<file path="src/sv/ogbd_pkg.sv">
`default_nettype none
package ogbd_pkg;

  localparam int SIDE_REG_W = 5;
  localparam int DIM_REG_W  = 11;
  localparam int CELL_W     = 8;
  localparam int IDX_W      = 20;
  localparam int CLASS_W    = 2;

  localparam int APB_ADDR_W = 4;
  localparam int APB_DATA_W = 32;

  localparam int DEF_MAX_WIDTH  = 1024;
  localparam int DEF_MAX_HEIGHT = 1024;
  localparam int DEF_MAX_SIDE   = 16;

  localparam logic [SIDE_REG_W-1:0] SIDE_RST = 5'd1;
  localparam logic [DIM_REG_W-1:0]  DIM_RST  = 11'd1024;

  localparam logic signed [CELL_W-1:0] CELL_OCC = 8'sd100;
  localparam logic signed [CELL_W-1:0] CELL_UNK = -8'sd1;

  localparam int OUTQ_DEPTH = 4;

  typedef enum logic [CLASS_W-1:0] {
    CLASS_FREE = 2'd0,
    CLASS_OCC  = 2'd1,
    CLASS_UNK  = 2'd2
  } class_t;

  typedef enum logic [1:0] {
    REG_SIDE   = 2'd0,
    REG_WIDTH  = 2'd1,
    REG_HEIGHT = 2'd2
  } reg_idx_t;

  // per-beat control from the scan counters to the accumulator
  typedef struct packed {
    logic first;
    logic emit;
    logic last;
  } scan_ctl_t;

  typedef struct packed {
    logic [IDX_W-1:0] index;
    class_t           cls;
    logic             last;
  } out_beat_t;

endpackage
`default_nettype wire

</file>
<file path="src/sv/ogbd_outq.sv">
`default_nettype none
module ogbd_outq #(
  parameter int MAX_SIDE = ogbd_pkg::DEF_MAX_SIDE,
  localparam int CNT_W   = $clog2(MAX_SIDE * MAX_SIDE + 1)
) (
  input  logic                             clk,
  input  logic                             rst_n,
  input  logic                             res_v,
  input  logic [CNT_W-1:0]                 res_total,
  input  logic [CNT_W-1:0]                 res_occ,
  input  logic [CNT_W-1:0]                 res_unk,
  input  logic [ogbd_pkg::IDX_W-1:0]       res_index,
  input  logic                             res_last,
  output logic                             q_busy,
  output logic                             out_valid,
  input  logic                             out_stall,
  output logic [ogbd_pkg::IDX_W-1:0]       out_block_index,
  output logic [ogbd_pkg::CLASS_W-1:0]     out_block_class,
  output logic                             out_last_block
);
  import ogbd_pkg::*;

  localparam int PTR_W = $clog2(OUTQ_DEPTH);
  localparam int OCC_W = CNT_W + 5;
  localparam int UNK_W = CNT_W + 3;

  logic             s2_v_r;
  logic [CNT_W-1:0] s2_tot_r, s2_occ_r, s2_unk_r;
  logic [IDX_W-1:0] s2_idx_r;
  logic             s2_last_r;

  logic [CNT_W-1:0] known;
  class_t           cls;
  out_beat_t        beat;

  out_beat_t        q_r [OUTQ_DEPTH];
  logic [PTR_W-1:0] wr_ptr_r, rd_ptr_r;
  logic [PTR_W:0]   cnt_r;
  logic             push, pop;

  always_ff @(posedge clk) begin
    if (!rst_n)
      s2_v_r <= 1'b0;
    else
      s2_v_r <= res_v;
  end

  always_ff @(posedge clk) begin
    if (res_v) begin
      s2_tot_r  <= res_total;
      s2_occ_r  <= res_occ;
      s2_unk_r  <= res_unk;
      s2_idx_r  <= res_index;
      s2_last_r <= res_last;
    end
  end

  // occupied: known > 0 and 20*occ >= known; unknown: 5*unk >= 2*total or nothing known
  assign known = s2_tot_r - s2_unk_r;

  always_comb begin
    if ((known != '0) && ((OCC_W'(s2_occ_r) * OCC_W'(20)) >= OCC_W'(known)))
      cls = CLASS_OCC;
    else if ((known == '0) ||
             ((UNK_W'(s2_unk_r) * UNK_W'(5)) >= UNK_W'({s2_tot_r, 1'b0})))
      cls = CLASS_UNK;
    else
      cls = CLASS_FREE;
  end

  assign beat.index = s2_idx_r;
  assign beat.cls   = cls;
  assign beat.last  = s2_last_r;

  assign push = s2_v_r;
  assign pop  = out_valid & ~out_stall;

  always_ff @(posedge clk) begin
    if (push)
      q_r[wr_ptr_r] <= beat;
  end

  always_ff @(posedge clk) begin
    if (!rst_n) begin
      wr_ptr_r <= '0;
      rd_ptr_r <= '0;
      cnt_r    <= '0;
    end else begin
      if (push)
        wr_ptr_r <= wr_ptr_r + PTR_W'(1);
      if (pop)
        rd_ptr_r <= rd_ptr_r + PTR_W'(1);
      cnt_r <= cnt_r + (PTR_W+1)'(push) - (PTR_W+1)'(pop);
    end
  end

  // reserve a slot for every result still in the pipe
  assign q_busy = ((PTR_W+2)'(cnt_r) + (PTR_W+2)'(res_v) + (PTR_W+2)'(s2_v_r))
                  >= (PTR_W+2)'(OUTQ_DEPTH);

  assign out_valid       = (cnt_r != '0);
  assign out_block_index = q_r[rd_ptr_r].index;
  assign out_block_class = q_r[rd_ptr_r].cls;
  assign out_last_block  = q_r[rd_ptr_r].last;

endmodule
`default_nettype wire

</file>
<file path="config.mk">
export PLATFORM = sky130hd
export DESIGN_NAME = ogbd_outq
export DESIGN_NICKNAME = d
export VERILOG_FILES = /design/src/sv/ogbd_pkg.sv /design/src/sv/ogbd_outq.sv
export SDC_FILE = /design/constraint.sdc
export NUM_CORES = 1
export LEC_CHECK = 0
export BUFFER_PORTS_ARGS = -buffer_cell sky130_fd_sc_hd__buf_2
export CORE_AREA = 2 2 111 113
export DETAILED_ROUTE_END_ITERATION = 7
export DIE_AREA = 0 0 113 115
export GPL_TIMING_DRIVEN = 0
export HOLD_SLACK_MARGIN = 0.08
export PLACE_DENSITY = 0.75
export RECOVER_POWER = 100
export SETUP_SLACK_MARGIN = 0.4
export SYNTH_ARGS = -nofsm -noshare
export SYNTH_HDL_FRONTEND = slang
export SYNTH_SLANG_ARGS = --single-unit
</file>
<file path="constraint.sdc">
create_clock -name clk -period 4.35 [get_ports clk]
set_input_delay 0.435 -clock clk [delete_from_list [all_inputs] [get_ports clk]]
set_output_delay 0.435 -clock clk [all_outputs]
set_load 0.05 [all_outputs]
</file>
==> results.ini <==
[route]
highest_layer=met4
wl_met3_um=591
vias=3543
avgRoutedWirePerCell_um=16.3
finalWirelength_mm=10.6
drtIter0Drc=221
final_antenna_net_count=0
dr.pass1.iters=6
wl_met2_mm=5.44
route.detailed.drc=5
vias_per_cell=5.43
drt-met1-wl_mm=4.38

[logic_synthesis]
ys_ff_latch=150
synth_warnings=0
syn_area_per_cell_um2=16.9
ys_types=46
synth_fp_nets=513
synthCells=398
synth_edf_count=140
synthArstFlopShare=0
synth_top_cell_by_area=edfxtp_1
syn_area_um2=6720
synth-main-ff-cell=edfxtp_1
synth.top_cell.area_share=0.626
netlist_top_cells_area=edfxtp_1, ha_1, mux4_2
yosysSeqAreaShare=0.655

[placement]
numPortBuffers=76
dpl_cell_area_um2=7280
globalplace.congestion=0.788
place_ws_ps=856
place_inst=621
dp.final_hpwl_mm=7.08

[timing]
worst_pin_slew_ps=1740
period_share=0.849
setup_viol=0
slew_violations=96
fmax_mhz=271
fin_crit_ps=3690
fin_setup_tns_ps=0
finalWorstSetupSlack_ps=658
holdWs_ps=190
clock_skew_ps=6.84
finalHoldViolations=0
rsz0062_at_grt=false
max_slew_margin=-0.159

[clock_network]
post_cts_buffers=0
clk_latency_ps=420
htreeDepth=4
clk_pin_slew_ps=60
cts-root-buf=clkbuf_16
clock_path_buffers=2
cts_resized=0
cts_tree=built
clock_sink_count=150
numCtsBuffers=17
cts_hold_buf=0

[worst_setup_path]
crit_path_end_kind=flip-flop
cpPeakStageDelay_ps=500
path_class=reg -> reg
cp-start-kind=flip-flop
slowest_stage=or4_4
cp.arrival_ps=3960
crit_fanout=4
crit_buf_inv=0
critPathTopFamily=compound AO/OA/AOI/OAI gates
critical_path_required_ps=4610
path_cells=ha_1 > nor2b_4 > o31ai_4 > a21oi_1 > a21o_1 > a21oi_1 > xnor2_1 > ha_1 > or4_4 > nor3_1 > o21ai_0 > nor4_1 > o21ai_1 > a21bo_1

[global_route]
grt_pass1_wl_mm=17.5
antenna_found_initial=0
grt_pass1_vias=3707
groute.usage.overall=0.180
grt_max_degree=51
grt-ovfl-total=0

[run_status]
violations=design-rule violations, max-capacitance violations, max-slew violations
status=complete, but fails checks

[pwr]
p_clk_frac=0.341
p_switching_mw=1.28
power_density_nw_per_um2=544
comb_power_share=0.251
peakVddDrop_uv=205
seqPwrFrac=0.408
internal_power_mw=2.97
leakagePower_nw=2.99
power_mw=4.25
netSwitchingFraction=0.302

[cells_and_area]
syn_to_final_growth_pct=16.4
fill_cells=830
final_nets=608
fin_cells=653
antennaDiodeCount=0
design_area_um2=7820
fin_util=0.662
drive_gt1_frac=0.217

[flow_run]
max_cap_violations=4

[die]
io-pin-count=77
coreArea_um2=11800
start_util=0.569
die_area_um2=13000
fp-row-count=40
die_h_um=115
die_w_um=113

[hold_path]
min_path_type=in -> reg

## synth_stat cells, types with 4 or more instances
master and n:
a21oi_1 16, xor2_1 6, and2_1 11, dfxtp_1 10
mux4_2 23, inv_1 32, nand2_1 8, nand2b_1 5
ha_1 60, xnor2_1 13, a211oi_1 5, edfxtp_1 140
o21ai_0 4, nor2b_1 4, nor2_1 10, a21o_1 7
## path summary, 6_finish.rpt
path | start | to | slack, ps | cells after the start
min | res_index[16] | s2_idx_r[16]$_DFFE_PP_ | 190 | 1
max reg2reg | s2_tot_r[1]$_DFFE_PP_ | q_r[0][2]$_DFFE_PP_ | 660 | 14
min reg2reg | s2_idx_r[9]$_DFFE_PP_ | q_r[2][12]$_DFFE_PP_ | 490 | 0
max | s2_tot_r[1]$_DFFE_PP_ | q_r[0][2]$_DFFE_PP_ | 660 | 14
## layout by cell type, fill, tap and decap left out, types with 10 or more instances in the layout
cell type and n:
a21oi_1 18, and2_0 10, buf_2 51, clkbuf_1 32, clkbuf_16 17, dfxtp_1 10, edfxtp_1 140, ha_1 60
inv_1 32, mux4_2 23, nor2_1 10, xnor2_1 13
## routing by layer
layer / vias to the layer above / GRT usage
met3: 15 / 0.0459
met1: 1706 / 0.224
li1: 1717 / -
met4: 0 / 0.0837
met5: - / 0
met2: 105 / 0.300
## power groups by stage
stage	clock network [mW]	logic, mW	registers [mW]
2_1_floorplan	0	0.891	1.74
3_3_place_gp	0	1.09	1.76
3_5_place_dp	0	1.11	1.76
4_1_cts	1.47	1.11	1.73
5_1_grt	1.53	1.19	1.74
6_report	1.45	1.07	1.73
## state kept, by name, indices dropped and copies added, names as in the netlist, named ones only
register   flops
s2_unk_r       9
push           1
rd_ptr_r       2
s2_last_r      1
q_r           92
s2_tot_r       9
s2_occ_r       9
cnt_r          3
s2_idx_r      20
wr_ptr_r       2
## cell type report
class | instances | area (µm²) | area share
buffer | 5 | 18.8 | 0.00240
clock buffer | 20 | 437 | 0.0558
clock inverter | 12 | 154 | 0.0197
inverter | 32 | 120 | 0.0154
multi-input combinational | 211 | 2160 | 0.276
sequential | 150 | 4400 | 0.563
tap | 147 | 184 | 0.0235
timing repair buffer | 76 | 349 | 0.0446
## cell families after synthesis
kind of cell    count (synthesis)  synth area share
flops                         150             0.655
fa+ha+maj                      63             0.121
simple gates                   57            0.0510
compound gates                 48            0.0486
buf+inv                        37            0.0210
mux                            24            0.0786
xor+xnor                       19            0.0248
(Power assumes the default switching activity.)
