$ cat src/sv/ogbd_pkg.sv
`default_nettype none
package ogbd_pkg;

  localparam int SIDE_REG_W = 5;
  localparam int DIM_REG_W  = 11;
  localparam int CELL_W     = 8;
  localparam int IDX_W      = 20;
  localparam int CLASS_W    = 2;

  localparam int APB_ADDR_W = 4;
  localparam int APB_DATA_W = 32;

  localparam int DEF_MAX_WIDTH  = 1024;
  localparam int DEF_MAX_HEIGHT = 1024;
  localparam int DEF_MAX_SIDE   = 16;

  localparam logic [SIDE_REG_W-1:0] SIDE_RST = 5'd1;
  localparam logic [DIM_REG_W-1:0]  DIM_RST  = 11'd1024;

  localparam logic signed [CELL_W-1:0] CELL_OCC = 8'sd100;
  localparam logic signed [CELL_W-1:0] CELL_UNK = -8'sd1;

  localparam int OUTQ_DEPTH = 4;

  typedef enum logic [CLASS_W-1:0] {
    CLASS_FREE = 2'd0,
    CLASS_OCC  = 2'd1,
    CLASS_UNK  = 2'd2
  } class_t;

  typedef enum logic [1:0] {
    REG_SIDE   = 2'd0,
    REG_WIDTH  = 2'd1,
    REG_HEIGHT = 2'd2
  } reg_idx_t;

  // per-beat control from the scan counters to the accumulator
  typedef struct packed {
    logic first;
    logic emit;
    logic last;
  } scan_ctl_t;

  typedef struct packed {
    logic [IDX_W-1:0] index;
    class_t           cls;
    logic             last;
  } out_beat_t;

endpackage
`default_nettype wire

$ cat src/sv/ogbd_scan.sv
`default_nettype none
module ogbd_scan #(
  parameter int MAX_WIDTH  = ogbd_pkg::DEF_MAX_WIDTH,
  parameter int MAX_HEIGHT = ogbd_pkg::DEF_MAX_HEIGHT,
  parameter int MAX_SIDE   = ogbd_pkg::DEF_MAX_SIDE,
  localparam int COL_W     = (MAX_WIDTH > 1) ? $clog2(MAX_WIDTH) : 1
) (
  input  logic                            clk,
  input  logic                            rst_n,
  input  logic                            restart,
  input  logic                            accept,
  input  logic [ogbd_pkg::SIDE_REG_W-1:0] side_eff,
  input  logic [ogbd_pkg::DIM_REG_W-1:0]  width_eff,
  input  logic [ogbd_pkg::DIM_REG_W-1:0]  height_eff,
  output ogbd_pkg::scan_ctl_t             ctl,
  output logic [COL_W-1:0]                col_addr,
  output logic [ogbd_pkg::IDX_W-1:0]      index
);
  import ogbd_pkg::*;

  localparam int ROW_W  = (MAX_HEIGHT > 1) ? $clog2(MAX_HEIGHT) : 1;
  localparam int OFF_W  = (MAX_SIDE > 1) ? $clog2(MAX_SIDE) : 1;
  localparam int MAX_CW = (COL_W > ROW_W) ? COL_W : ROW_W;
  localparam int CMP_W  = ((MAX_CW > DIM_REG_W) ? MAX_CW : DIM_REG_W) + 1;

  logic [COL_W-1:0] cell_col_r, cell_col_nxt;
  logic [ROW_W-1:0] cell_row_r, cell_row_nxt;
  logic [OFF_W-1:0] off_col_r, off_col_nxt;
  logic [OFF_W-1:0] off_row_r, off_row_nxt;
  logic [COL_W-1:0] blk_col_r, blk_col_nxt;
  logic [IDX_W-1:0] row_base_r, row_base_nxt;   // index of first block in this block row

  logic col_last, row_last, side_col_end, side_row_end;

  assign col_last     = (CMP_W'(cell_col_r) + CMP_W'(1)) >= CMP_W'(width_eff);
  assign row_last     = (CMP_W'(cell_row_r) + CMP_W'(1)) >= CMP_W'(height_eff);
  assign side_col_end = (CMP_W'(off_col_r) + CMP_W'(1)) >= CMP_W'(side_eff);
  assign side_row_end = (CMP_W'(off_row_r) + CMP_W'(1)) >= CMP_W'(side_eff);

  assign ctl.first = (off_row_r == '0) && (off_col_r == '0);
  assign ctl.emit  = (side_row_end | row_last) & (side_col_end | col_last);
  assign ctl.last  = row_last & col_last;
  assign col_addr  = blk_col_r;
  assign index     = row_base_r + IDX_W'(blk_col_r);

  always_comb begin
    cell_col_nxt = cell_col_r;
    cell_row_nxt = cell_row_r;
    off_col_nxt  = off_col_r;
    off_row_nxt  = off_row_r;
    blk_col_nxt  = blk_col_r;
    row_base_nxt = row_base_r;
    if (col_last) begin
      cell_col_nxt = '0;
      off_col_nxt  = '0;
      blk_col_nxt  = '0;
      if (row_last) begin
        cell_row_nxt = '0;
        off_row_nxt  = '0;
        row_base_nxt = '0;
      end else begin
        cell_row_nxt = cell_row_r + ROW_W'(1);
        if (side_row_end) begin
          off_row_nxt  = '0;
          // blocks in a row = last block column + 1
          row_base_nxt = row_base_r + IDX_W'(blk_col_r) + IDX_W'(1);
        end else begin
          off_row_nxt = off_row_r + OFF_W'(1);
        end
      end
    end else begin
      cell_col_nxt = cell_col_r + COL_W'(1);
      if (side_col_end) begin
        off_col_nxt = '0;
        blk_col_nxt = blk_col_r + COL_W'(1);
      end else begin
        off_col_nxt = off_col_r + OFF_W'(1);
      end
    end
  end

  always_ff @(posedge clk) begin
    if (!rst_n || restart) begin
      cell_col_r <= '0;
      cell_row_r <= '0;
      off_col_r  <= '0;
      off_row_r  <= '0;
      blk_col_r  <= '0;
      row_base_r <= '0;
    end else if (accept) begin
      cell_col_r <= cell_col_nxt;
      cell_row_r <= cell_row_nxt;
      off_col_r  <= off_col_nxt;
      off_row_r  <= off_row_nxt;
      blk_col_r  <= blk_col_nxt;
      row_base_r <= row_base_nxt;
    end
  end

endmodule
`default_nettype wire

$ cat config.mk
export PLATFORM = sky130hd
export DESIGN_NAME = ogbd_scan
export DESIGN_NICKNAME = d
export VERILOG_FILES = /design/src/sv/ogbd_pkg.sv /design/src/sv/ogbd_scan.sv
export SDC_FILE = /design/constraint.sdc
export NUM_CORES = 1
export LEC_CHECK = 0
export BUFFER_PORTS_ARGS = -buffer_cell sky130_fd_sc_hd__buf_4
export CAP_MARGIN = 40
export CORE_UTILIZATION = 40
export DETAILED_ROUTE_END_ITERATION = 10
export HOLD_SLACK_MARGIN = 0.03
export SKIP_CTS_REPAIR_TIMING = 1
export SLEW_MARGIN = 40
export SYNTH_ARGS = -nofsm -noshare
export SYNTH_HDL_FRONTEND = slang
export SYNTH_SLANG_ARGS = --single-unit
$ cat constraint.sdc
create_clock -name clk -period 4.7 [get_ports clk]
set_clock_uncertainty 0.2 [all_clocks]
set_input_delay 1.175 -clock clk [delete_from_list [all_inputs] [get_ports clk]]
set_output_delay 1.175 -clock clk [all_outputs]
set_load 0.05 [all_outputs]
==> results.py <==
metrics = {
    "status": {
        "status": "finished, violations left",
        "violations": "DRC",
    },
    "sta": {
        "slew_headroom_pct": 54.7,
        "hold_viol": 0,
        "period_share_pct": 96.6,
        "worst_pin_slew_ns": 0.679,
        "maxSlewViolCount": 0,
        "max_freq_mhz": 220,
        "setup_violations": 0,
        "hold_slack_ns": 0.276,
        "fin_crit_ns": 4.54,
        "fin_ws_ns": 0.158,
    },
    "cts": {
        "cts.clk_slew.worst_paths_ns": 0.05,
        "cts-root-buf": "clkbuf_16",
        "ctsHtreeMaxLevel": 3,
        "cts_made_buffers": 9,
        "cts_buffer_depth": 2,
        "clk_latency_ns": 0.33,
        "cts_sinks": 58,
        "cts_tree": "yes",
    },
    "logic_synthesis": {
        "synth_nets": 681,
        "synth.area.mux_share_pct": 0.208,
        "synth_area_leaders": "dfxtp_1 24%, ha_1 13%, xor2_1 6.0%",
        "synth_compound_area_share_pct": 21.8,
        "yosysSeqAreaShare_pct": 24.1,
        "synth_top_family_by_area": "simple AND/OR/NAND/NOR gates",
        "yosysTopAreaCell": "dfxtp_1",
        "yosys.area_share.adder_pct": 13.4,
        "ys.flop_type": "dfxtp_1",
        "synth_top_area_share_pct": 24.1,
        "async_flop_share_pct": 0,
        "synth_xor_area_share_pct": 9.66,
        "synth_warnings": 0,
        "syn_inst": 599,
        "synth_area_per_cell_um2": 8.04,
        "synth_edf_count": 0,
        "synthSimpleGateAreaFrac_pct": 25.0,
        "ys_types": 70,
        "synth.ff_latch_count": 58,
        "synth_area_um2": 4820,
    },
    "global_routing": {
        "gr-total-overflow": 0,
        "grt_pass1_wl_mm": 19.9,
        "grt_pass1_vias": 4321,
        "grt_max_degree": 27,
        "grtUsageTotal_pct": 19.5,
        "antenna_found_initial": 0,
    },
    "power": {
        "power_density_nw_per_um2": 209,
        "comb_power_share_pct": 6.5,
        "finalPower_mw": 1.21,
        "ir_drop_mv": 0.177,
        "pwr-share-seq_pct": 40.9,
        "p_sw_mw": 0.275,
        "swShare_pct": 22.7,
        "p_leak_nw": 2.69,
        "clockPowerShare_pct": 52.5,
        "p_int_mw": 0.937,
    },
    "placement": {
        "preCtsSetupSlack_ns": 0.109,
        "dp_hpwl_mm": 9.01,
        "routabilityCongestion": 0.870,
        "port_buffers": 63,
        "placed_area_um2": 5470,
    },
    "floorplanning": {
        "initial_core_util_pct": 41.7,
        "row_count": 39,
        "die_area_um2": 12500,
        "die_w_um": 112,
        "io_pins": 64,
        "fp.coreArea_um2": 11600,
        "die_h_um": 112,
    },
    "routing": {
        "wirelength_mm": 11.8,
        "ant_nets": 0,
        "num_vias": 4459,
        "drt_first_pass_iters": 8,
        "wire_per_inst_um": 14.5,
        "drc": 2,
        "drtIter0Drc": 245,
        "vias_per_cell": 5.48,
    },
    "final_layout": {
        "final_common_cell": "buf_4",
        "final_cell_mix": "74 x buf_4, 55 x dfxtp_1, 54 x nor2_1",
        "stdcell_area_um2": 5800,
        "n_antenna_cell": 0,
        "layout-drive-gt1-share_pct": 18.5,
        "fin_nets": 748,
        "area_growth_pct": 20.3,
        "utilization_pct": 50.1,
    },
    "worst_hold_path": {
        "min_delay_path_depth": 2,
        "min_path_type": "reg2reg",
    },
    "worst_setup_path": {
        "worstSetupPathType": "reg2out",
        "critical_path.max_stage_delay_ns": 0.34,
        "cp_max_fo": 6,
        "path_cells": "ha_2, and3_1, and3_2, and3_4, xor2_1, ha_1, nand4_1, a211o_1, a21oi_2, a21o_1, nor2b_2, buf_4",
        "worst_setup_path_end_kind": "output port",
        "critical_path_required_ns": 3.32,
        "crit_slowest_cell": "dfxtp_2",
        "reg2reg_depth": 14,
        "start_kind": "register",
        "crit_arrival_ns": 3.17,
    },
    "run": {
        "max_cap_viol_count": 0,
    },
}
[synth_stat cells, types with 3 or more instances]
cell type / number
a21oi_1: 37
a21o_1: 16
inv_1: 49
a22oi_1: 14
o21a_1: 8
nor3_1: 8
clkbuf_1: 14
nand2_1: 34
o31ai_1: 3
nor4_1: 3
dfxtp_1: 58
o21ai_1: 3
o211ai_1: 6
xor2_1: 33
a211o_1: 4
ha_1: 50
nor2_1: 55
nand2b_1: 10
or3_1: 6
nand3b_1: 12
nand4_1: 4
o21ai_0: 33
and2_1: 9
nand3_1: 20
xnor2_1: 17
a31oi_1: 5
and3_1: 23
o2111ai_1: 3
nor2b_1: 4
or4_1: 3
nor3b_1: 5
o22ai_1: 3
[routing by layer]
metal  wire, µm  vias to the layer above  part of all wire [%]  global-route usage, %
met1       5460                     2082                    46                   24.4
met2       5780                       80                    49                   34.8
met4        106                        0                  0.90                   5.14
met5          0                        -                     0                      0
li1           -                     2287                     -                      -
met3        442                       10                   3.7                   2.78
[worst paths after layout]
kind,startpoint,to,slack [ns]
max,cell_row_r[0]$_SDFFE_PP0P_,ctl[1],0.16
min,row_base_r[19]$_SDFFE_PP0P_,row_base_r[19]$_SDFFE_PP0P_,0.28
max reg2reg,cell_col_r[1]$_SDFFE_PP0P_,row_base_r[15]$_SDFFE_PP0P_,0.90
min reg2reg,row_base_r[19]$_SDFFE_PP0P_,row_base_r[19]$_SDFFE_PP0P_,0.28
[registers in the layout, summed over array words and instances, names as in the netlist]
signal and cells:
cell_col_r 10, cell_row_r 10, col_addr 10, off_col_r 4, off_row_r 4, row_base_r 20
[cell families after synthesis]
| kind of cell | count (synthesis) |
|---|---|
| AOI/OAI and AO/OA | 156 |
| xor gates and xnor gates | 51 |
| and+or+nand+nor | 215 |
| buffers and inverters | 67 |
| muxes | 1 |
| adders and majority gates | 51 |
| DFF | 58 |
[stage by stage]
| stage | TNS [ns] | instances |
|---|---|---|
| floorplan | -0.00487 | 599 |
| global placement | 0 | 798 |
| detailed placement | 0 | 798 |
| CTS | -0.105 | 814 |
| global route | -0.00832 | 814 |
| finish | 0 | 814 |
[critical path, delay by kind of cell, from the launching register on]
family                   cells  cell delay, ns
AO/OA/AOI/OAI                3            0.72
XOR/XNOR                     1            0.14
adder cells (fa/ha/maj)      2            0.51
buffers and inverters        1            0.20
flip-flops                   1            0.34
AND/OR/NAND/NOR              5            0.93
[power by group through the flow]
| stage | Sequential (mW) | Combinational (mW) | Clock, mW |
|---|---|---|---|
| global placement | 0.506 | 0.0768 | 0 |
| detailed placement | 0.506 | 0.0787 | 0 |
| floorplan | 0.506 | 0.0430 | 0 |
| CTS | 0.495 | 0.0795 | 0.650 |
| finish | 0.496 | 0.0788 | 0.637 |
| global route | 0.496 | 0.0890 | 0.670 |
[cell type report]
| cell class | count | area (µm²) |
|---|---|---|
| fill | 1124 | 5770 |
| multi-input combinational | 474 | 3430 |
| sequential | 58 | 1160 |
| timing repair buffer | 74 | 556 |
| clock buffer | 10 | 229 |
| inverter | 49 | 184 |
| tap | 143 | 179 |
| clock inverter | 6 | 57.6 |
(Power assumes the default switching activity.)
