### src/sv/ogbd_pkg.sv
`default_nettype none
package ogbd_pkg;

  localparam int SIDE_REG_W = 5;
  localparam int DIM_REG_W  = 11;
  localparam int CELL_W     = 8;
  localparam int IDX_W      = 20;
  localparam int CLASS_W    = 2;

  localparam int APB_ADDR_W = 4;
  localparam int APB_DATA_W = 32;

  localparam int DEF_MAX_WIDTH  = 1024;
  localparam int DEF_MAX_HEIGHT = 1024;
  localparam int DEF_MAX_SIDE   = 16;

  localparam logic [SIDE_REG_W-1:0] SIDE_RST = 5'd1;
  localparam logic [DIM_REG_W-1:0]  DIM_RST  = 11'd1024;

  localparam logic signed [CELL_W-1:0] CELL_OCC = 8'sd100;
  localparam logic signed [CELL_W-1:0] CELL_UNK = -8'sd1;

  localparam int OUTQ_DEPTH = 4;

  typedef enum logic [CLASS_W-1:0] {
    CLASS_FREE = 2'd0,
    CLASS_OCC  = 2'd1,
    CLASS_UNK  = 2'd2
  } class_t;

  typedef enum logic [1:0] {
    REG_SIDE   = 2'd0,
    REG_WIDTH  = 2'd1,
    REG_HEIGHT = 2'd2
  } reg_idx_t;

  // per-beat control from the scan counters to the accumulator
  typedef struct packed {
    logic first;
    logic emit;
    logic last;
  } scan_ctl_t;

  typedef struct packed {
    logic [IDX_W-1:0] index;
    class_t           cls;
    logic             last;
  } out_beat_t;

endpackage
`default_nettype wire

### src/sv/ogbd_cfg.sv
`default_nettype none
module ogbd_cfg #(
  parameter int MAX_WIDTH  = ogbd_pkg::DEF_MAX_WIDTH,
  parameter int MAX_HEIGHT = ogbd_pkg::DEF_MAX_HEIGHT,
  parameter int MAX_SIDE   = ogbd_pkg::DEF_MAX_SIDE
) (
  input  logic                              clk,
  input  logic                              rst_n,
  input  logic                              psel,
  input  logic                              penable,
  input  logic                              pwrite,
  input  logic [ogbd_pkg::APB_ADDR_W-1:0]   paddr,
  input  logic [ogbd_pkg::APB_DATA_W-1:0]   pwdata,
  output logic [ogbd_pkg::APB_DATA_W-1:0]   prdata,
  output logic                              pready,
  output logic [ogbd_pkg::SIDE_REG_W-1:0]   side_eff,
  output logic [ogbd_pkg::DIM_REG_W-1:0]    width_eff,
  output logic [ogbd_pkg::DIM_REG_W-1:0]    height_eff,
  output logic                              restart
);
  import ogbd_pkg::*;

  logic [SIDE_REG_W-1:0] side_r, side_nxt;
  logic [DIM_REG_W-1:0]  width_r, width_nxt;
  logic [DIM_REG_W-1:0]  height_r, height_nxt;
  logic                  wr;
  reg_idx_t              idx;

  assign pready = 1'b1;
  assign wr     = psel & penable & pwrite;
  assign idx    = reg_idx_t'(paddr[3:2]);

  always_comb begin
    side_nxt   = side_r;
    width_nxt  = width_r;
    height_nxt = height_r;
    restart    = 1'b0;
    prdata     = '0;
    unique case (idx)
      REG_SIDE: begin
        prdata = APB_DATA_W'(side_r);
        if (wr) begin
          side_nxt = pwdata[SIDE_REG_W-1:0];
          restart  = 1'b1;
        end
      end
      REG_WIDTH: begin
        prdata = APB_DATA_W'(width_r);
        if (wr) begin
          width_nxt = pwdata[DIM_REG_W-1:0];
          restart   = 1'b1;
        end
      end
      REG_HEIGHT: begin
        prdata = APB_DATA_W'(height_r);
        if (wr) begin
          height_nxt = pwdata[DIM_REG_W-1:0];
          restart    = 1'b1;
        end
      end
      default: begin
        prdata = '0;
      end
    endcase
  end

  always_ff @(posedge clk) begin
    if (!rst_n) begin
      side_r   <= SIDE_RST;
      width_r  <= DIM_RST;
      height_r <= DIM_RST;
    end else begin
      side_r   <= side_nxt;
      width_r  <= width_nxt;
      height_r <= height_nxt;
    end
  end

  // zero reads as one, oversize saturates to the build limit
  always_comb begin
    if (side_r == '0)
      side_eff = SIDE_REG_W'(1);
    else if (32'(side_r) > MAX_SIDE)
      side_eff = SIDE_REG_W'(MAX_SIDE);
    else
      side_eff = side_r;

    if (width_r == '0)
      width_eff = DIM_REG_W'(1);
    else if (32'(width_r) > MAX_WIDTH)
      width_eff = DIM_REG_W'(MAX_WIDTH);
    else
      width_eff = width_r;

    if (height_r == '0)
      height_eff = DIM_REG_W'(1);
    else if (32'(height_r) > MAX_HEIGHT)
      height_eff = DIM_REG_W'(MAX_HEIGHT);
    else
      height_eff = height_r;
  end

endmodule
`default_nettype wire

### config.mk
export PLATFORM = sky130hd
export DESIGN_NAME = ogbd_cfg
export DESIGN_NICKNAME = d
export VERILOG_FILES = /design/src/sv/ogbd_pkg.sv /design/src/sv/ogbd_cfg.sv
export SDC_FILE = /design/constraint.sdc
export NUM_CORES = 1
export LEC_CHECK = 0
export ABC_CLOCK_PERIOD_IN_PS = 900
export BUFFER_PORTS_ARGS = -buffer_cell sky130_fd_sc_hd__buf_2
export CAP_MARGIN = 20
export CORE_ASPECT_RATIO = 0.75
export CORE_MARGIN = 2
export CORE_UTILIZATION = 38
export CTS_CLUSTER_DIAMETER = 40
export DETAILED_ROUTE_END_ITERATION = 10
export GPL_ROUTABILITY_DRIVEN = 1
export GPL_TIMING_DRIVEN = 1
export PLACE_DENSITY = 0.82
export SETUP_SLACK_MARGIN = 0.05
export SLEW_MARGIN = 30
export SYNTH_ARGS = -nofsm -noshare
export SYNTH_HDL_FRONTEND = slang
export SYNTH_SLANG_ARGS = --single-unit
### constraint.sdc
create_clock -name clk -period 0.9 [get_ports clk]
set_clock_uncertainty 0.1 [all_clocks]
set_input_delay 0.045 -clock clk [delete_from_list [all_inputs] [get_ports clk]]
set_output_delay 0.045 -clock clk [all_outputs]
set_load 0.02 [all_outputs]
==> flow_metrics.tcl, run 1 <==
set metrics [dict create \
    ys_seq_elements 27 \
    setup_slack_ns -0.601 \
    critical_path_buf_inv_count 1 \
    clk_latency_ns 0.30 \
    crit_chain "nor4_4, a31oi_2, nor2_2, buf_4" \
    grt_pass1_vias 1767 \
    crit_family "simple AND/OR/NAND/NOR gates" \
    ys.flop_type "dfxtp_1" \
    ctsRootBufferMaster "clkbuf_8" \
    power.share.sequential 0.462 \
    vdd_ir_drop_max_v 0.000747 \
    design.final.nets 343 \
    num_io_pins 102 \
    synth_common_cells "39 x nand2_1, 31 x mux2i_1, 27 x dfxtp_1" \
    synth.top_cell.area_share 0.334 \
    slowest_stage "dfxtp_2" \
    yosysSeqAreaShare 0.334 \
    reg2reg_from "side_r[4]$_SDFFE_PN0P_" \
    ant_nets 0 \
    placed_cells_incl_taps 328 \
    yosysWarningCount 0 \
    worstHoldEndpoint "width_r[10]$_SDFFE_PN1P_" \
    tritoncts_clock_tree "done" \
    r2r.worst_path.cells 4 \
    cap_viol_max_count 0 \
    powerDensity_mw_per_mm2 790 \
    numClockSinks 27 \
    ys_top_cells_by_area "dfxtp_1 33%, mux2i_1 19%, buf_4 10%" \
    final_cell_area_mm2 0.00331 \
    grt_overflow_total 0 \
    worst_slack_at_placement_ns -0.291 \
    fillCellCount 208 \
    report.final.setup_viol 48 \
    drt-pass1-iter-count 4 \
    grt_util_all_layers 0.257 \
    finalHoldViolations 4 \
    ctsHoldBuffers 8 \
    syn-instance-count 194 \
    max_slew_violation_total_from_the_final_report 0 \
    internal_cell_power_mw 1.79 \
    gp_congestion 0.820 \
    reg2reg_slack_ns -0.14 \
    design.core.area_mm2 0.00408 \
    hold_depth 3 \
    floorplan.initialDensity 0.397 \
    number_of_enable_type_register_cells_in_the_synthesized_netlist 0 \
    route.detailed.vias_per_inst 5.05 \
    numPortBuffers 56 \
    grt_start_max_net_pins 37 \
    outcome "complete, but fails checks" \
    min-delay-start "pwdata[10]" \
    timing.hold.ws_ns -0.0785 \
    insertedDiodeCount 0 \
    standard_cell_area_after_detailed_placement_mm2 0.00236 \
    grt_setup_unrepaired "true" \
    die_area_mm2 0.00481 \
    area_of_the_multi_input_gates_mm2 0.00132 \
    die_y_extent_um 60.6 \
    fraction_of_final_layout_cells_sized_beyond_drive_strength_1 0.664 \
    cts-htree-levels 1 \
    die_w_um 79.4 \
    vias 1798 \
    regArea_um2 594 \
    wl_per_cell_um 20.3 \
    detailed_place_hpwl_um 3410 \
    wire_length_of_the_first_global_routing_pass_um 9230 \
    largest_stage_delay_on_the_critical_path_ns 0.36 \
    cts-root-to-sink-buffers 2 \
    path_depth 4 \
    synth_top_area_cell "dfxtp_1" \
    final.setup.tns_ns -14.96 \
    cp_data_required_time_ns 0.75 \
    post-synth-top-count-cell "nand2_1" \
    syn_area_mm2 0.00162 \
    leakagePower_nw 1.43 \
    cts_inserted_buffers 3 \
    worst_ep_arrival_ns 1.36 \
    critical_register_to_register_path_endpoint "side_r[4]$_SDFFE_PN0P_" \
    syn2layout_area_growth_pct 104 \
    total_power_mw 2.61 \
    grt_antenna_before_repair 0 \
    layout_worst_path_cycle_share 1.67 \
    postSynth.asyncResetShare 0 \
    postSynthAreaPerCell_um2 8.35 \
    core.rowCount 20 \
    fin_crit_ns 1.50 \
    violations "negative hold slack, negative setup slack" \
    initialDrtViolationCount 89 \
    maxClockFrequency_ghz 0.666 \
    net-switching-power_mw 0.819 \
    end_kind "output port" \
    cp-start-kind "register" \
    yosys.cell_types.count 25 \
    critical_path_peak_fanout 2 \
    sw_frac_of_total 0.314 \
    share_comb_of_total_power 0.245 \
    finalWirelength_um 7230 \
    path_clk_slew_ns 0.10 \
    post-route-drc-count 0 \
    class_of_the_worst_hold_path "input port to register" \
    worst-setup-path-type "register to output port" \
    finalNonFillerCells 356 \
    clkPwrFrac 0.294 \
]
[state kept, by name (all words and copies together) (netlist names)]
register  flops
height_r     11
width_r      11
side_r        5
[power groups by stage]
stage	clock, mW	sequential (mW)	combinational [mW]
4_1_cts	0.699	1.21	0.532
3_3_place_gp	0	1.25	0.442
6_report	0.767	1.21	0.639
3_5_place_dp	0	1.25	0.448
2_1_floorplan	0	1.25	0.372
5_1_grt	0.830	1.21	0.663
[worst max-delay path by stage]
stage                        startpoint             to  slack (ns)
6_report       height_r[6]$_SDFFE_PN0P_  height_eff[0]       -0.60
5_1_grt        height_r[6]$_SDFFE_PN0P_  height_eff[0]       -0.64
4_1_cts         width_r[4]$_SDFFE_PN0P_   width_eff[0]       -0.50
3_5_place_dp    width_r[1]$_SDFFE_PN0P_   width_eff[0]       -0.29
3_3_place_gp   height_r[6]$_SDFFE_PN0P_  height_eff[0]       -0.23
2_1_floorplan  height_r[6]$_SDFFE_PN0P_  height_eff[0]       -0.13
[repair_timing]
action	in CTS	in global routing
hold endpoints to repair	19	1
buffers inserted	5	18
endpoints found under the setup margin	42	62
resized for setup	137	65
cloned	1	0
pin swaps	8	11
[placed cells by master (no fill, tap or decap), types with 2 or more instances in the layout]
cell,count
buf_2,16
clkbuf_8,3
dfxtp_1,4
nand2_2,9
dfxtp_4,10
a22o_1,2
dfxtp_2,13
o21ai_2,5
conb_1,22
nor2b_1,2
nand2_1,29
dlygate4sd3_1,8
buf_6,65
inv_1,2
buf_4,18
mux2i_1,26
buf_8,4
nor4_4,2
buf_12,8
mux2i_4,4
nor2b_4,20
a22o_4,4
nor2_1,2
nor2b_2,4
[routing by layer]
metal,track usage,part of all wire,vias to the layer above
met5,0,0,-
met4,0.118,0.035,0
met3,0.0372,0.056,17
met2,0.454,0.51,80
met1,0.319,0.40,887
li1,-,-,814
[kinds of logic after synthesis]
group / synth area share
and+or+nand+nor: 0.250
buffers and inverters: 0.154
muxes: 0.192
DFF: 0.334
AOI/OAI and AO/OA: 0.0656
other: 0.00463
[per-stage QoR]
stage	utilization	hold WS [ns]
floorplan	-	0.0990
global placement	0.578	0.217
detailed placement	0.578	0.230
CTS	0.729	-0.0563
global route	0.811	-0.0470
finish	0.811	-0.0785
[area by class of cell]
cell class	count	area share
clock buffers	4	0.0136
inverters	2	0.00227
repair buffers	120	0.385
well taps	55	0.0208
multi-input cells	148	0.398
flip-flops and latches	27	0.180
[worst reg2reg max path, cell delays in order, from the launching register on]
cell and delay (ns):
dfxtp_4 0.39, buf_8 0.14, buf_6 0.10, nand2_2 0.04, mux2i_1 0.18
Power figures use the tool's default switching activity.
==> run 2: changes to the inputs <==
--- a/config.mk
+++ b/config.mk
@@ -11,6 +11,7 @@
 export CORE_ASPECT_RATIO = 0.75
 export CORE_MARGIN = 2
 export CORE_UTILIZATION = 38
+export CTS_BUF_LIST = sky130_fd_sc_hd__clkbuf_4 sky130_fd_sc_hd__clkbuf_8 sky130_fd_sc_hd__clkbuf_16
 export CTS_CLUSTER_DIAMETER = 40
 export DETAILED_ROUTE_END_ITERATION = 10
 export GPL_ROUTABILITY_DRIVEN = 1
==> run 2 against run 1 <==
Against the previous run:
- the flow still finishes with violations (negative hold slack, negative setup slack)
- critical path depth unchanged
- fmax down 0.58%
- flip-flop and latch count unchanged
- clock power down 2.9%
- first-iteration DRC count down 13%
- design area about the same
- final cell count down 0.28%
- critical path type unchanged
- largest cell class unchanged
- largest power group unchanged
==> flow_metrics.tcl, run 2 (same netlist as run 1, synthesis figures left out) <==
set metrics [dict create \
    outcome "complete, but fails checks" \
    violations "negative hold slack, negative setup slack" \
    sw_frac_of_total 0.297 \
    maxClockFrequency_ghz 0.662 \
    timing.hold.ws_ns -0.0523 \
    die_area_mm2 0.00481 \
    crit_chain "nor4_2, nand3_1, o21ai_2, buf_6" \
    tritoncts_clock_tree "done" \
    critical_path_buf_inv_count 1 \
    route.detailed.vias_per_inst 5.04 \
    path_clk_slew_ns 0.10 \
    biggestRegsByFlops "height_r (11), width_r (11), side_r (5)" \
    cts-htree-levels 1 \
    internal_cell_power_mw 1.82 \
    layout_worst_path_cycle_share 1.68 \
    finalNonFillerCells 355 \
    share_comb_of_total_power 0.246 \
    net-switching-power_mw 0.766 \
    worst_slack_at_placement_ns -0.291 \
    ctsHoldBuffers 8 \
    die_y_extent_um 60.6 \
    gp_congestion 0.820 \
    cts-root-to-sink-buffers 2 \
    critical_path_peak_fanout 2 \
    fin_crit_ns 1.51 \
    reg2reg_from "side_r[4]$_SDFFE_PN0P_" \
    cap_viol_max_count 0 \
    report.final.setup_viol 50 \
    design.core.area_mm2 0.00408 \
    wire_length_of_the_first_global_routing_pass_um 9110 \
    hold_depth 3 \
    max_slew_violation_total_from_the_final_report 0 \
    setup_slack_ns -0.610 \
    grt_antenna_before_repair 0 \
    numPortBuffers 56 \
    crit_family "simple AND/OR/NAND/NOR gates" \
    drt-pass1-iter-count 4 \
    wl_per_cell_um 20.1 \
    detailed_place_hpwl_um 3410 \
    ant_nets 0 \
    die_w_um 79.4 \
    standard_cell_area_after_detailed_placement_mm2 0.00236 \
    powerDensity_mw_per_mm2 780 \
    cp_data_required_time_ns 0.75 \
    placed_cells_incl_taps 328 \
    reg2reg_slack_ns -0.11 \
    slowest_stage "dfxtp_2" \
    finalHoldViolations 3 \
    grt_pass1_vias 1810 \
    vdd_ir_drop_max_v 0.000656 \
    grt_util_all_layers 0.253 \
    insertedDiodeCount 0 \
    grt_overflow_total 0 \
    cp-start-kind "register" \
    end_kind "output port" \
    finalWirelength_um 7120 \
    numClockSinks 27 \
    final.setup.tns_ns -13.20 \
    floorplan.initialDensity 0.397 \
    clkPwrFrac 0.288 \
    ctsRootBufferMaster "clkbuf_8" \
    mostFrequentLayoutCells "64 x buf_6, 30 x nand2_1, 25 x mux2i_1" \
    post-route-drc-count 0 \
    grt_start_max_net_pins 37 \
    worstHoldEndpoint "width_r[10]$_SDFFE_PN1P_" \
    finalCoreUtilization 0.812 \
    fraction_of_final_layout_cells_sized_beyond_drive_strength_1 0.670 \
    mostFrequentLayoutCell "buf_6" \
    clk_latency_ns 0.28 \
    design.final.nets 342 \
    total_power_mw 2.58 \
    num_io_pins 102 \
    critical_register_to_register_path_endpoint "side_r[4]$_SDFFE_PN0P_" \
    vias 1790 \
    min-delay-start "pwdata[10]" \
    final_cell_area_mm2 0.00331 \
    cts_inserted_buffers 3 \
    core.rowCount 20 \
    leakagePower_nw 1.43 \
    r2r.worst_path.cells 4 \
    largest_stage_delay_on_the_critical_path_ns 0.35 \
    worst-setup-path-type "register to output port" \
    worst_ep_arrival_ns 1.37 \
    syn2layout_area_growth_pct 104 \
    class_of_the_worst_hold_path "input port to register" \
    power.share.sequential 0.466 \
    grt_setup_unrepaired "true" \
    initialDrtViolationCount 77 \
]
## run 2: timing repair
item	CTS	global route
setup buffers	5	16
gates resized for setup	137	68
gates cloned	1	0
endpoints found under the setup margin	42	64
hold endpoints to repair	19	1
pin swaps	8	12
## run 2: power groups by stage
| stage | Combinational [mW] | Sequential, mW | Clock [mW] |
|---|---|---|---|
| CTS | 0.532 | 1.21 | 0.729 |
| detailed placement | 0.448 | 1.25 | 0 |
| floorplan | 0.372 | 1.25 | 0 |
| finish | 0.634 | 1.20 | 0.745 |
| global route | 0.663 | 1.21 | 0.809 |
| global placement | 0.442 | 1.25 | 0 |
## run 2: worst max path at each step
| stage | from | slack, ns | end | cells past startpoint |
|---|---|---|---|---|
| after floorplan | height_r[6]$_SDFFE_PN0P_ | -0.13 | height_eff[0] | 3 |
| after global placement | height_r[6]$_SDFFE_PN0P_ | -0.23 | height_eff[0] | 4 |
| after detailed placement | width_r[1]$_SDFFE_PN0P_ | -0.29 | width_eff[0] | 4 |
| after CTS | width_r[4]$_SDFFE_PN0P_ | -0.50 | width_eff[0] | 4 |
| after global routing | width_r[5]$_SDFFE_PN0P_ | -0.65 | width_eff[0] | 4 |
| final | width_r[5]$_SDFFE_PN0P_ | -0.61 | width_eff[0] | 4 |
## run 2: routing by layer
| layer | part of all wire | up-vias | global-route usage | wire length, µm |
|---|---|---|---|---|
| li1 | - | 810 | - | - |
| met1 | 0.40 | 875 | 0.295 | 2840 |
| met2 | 0.52 | 87 | 0.469 | 3670 |
| met3 | 0.054 | 18 | 0.0521 | 386 |
| met4 | 0.031 | 0 | 0.0936 | 223 |
| met5 | 0 | - | 0 | 0 |
## run 2: layout make-up
| cell class | count | area, µm² |
|---|---|---|
| multi-input cells | 148 | 1340 |
| fillers | 218 | 768 |
| repair buffers | 119 | 1250 |
| clock buffers | 4 | 48.8 |
| well taps | 55 | 68.8 |
| inverters | 2 | 7.51 |
| flip-flops and latches | 27 | 599 |
## run 2: worst register-to-register path, stage by stage, from the launching register on
cell	delay [ns]
dfxtp_4	0.39
buf_8	0.14
buf_6	0.11
nand2_4	0.04
mux2i_4	0.15
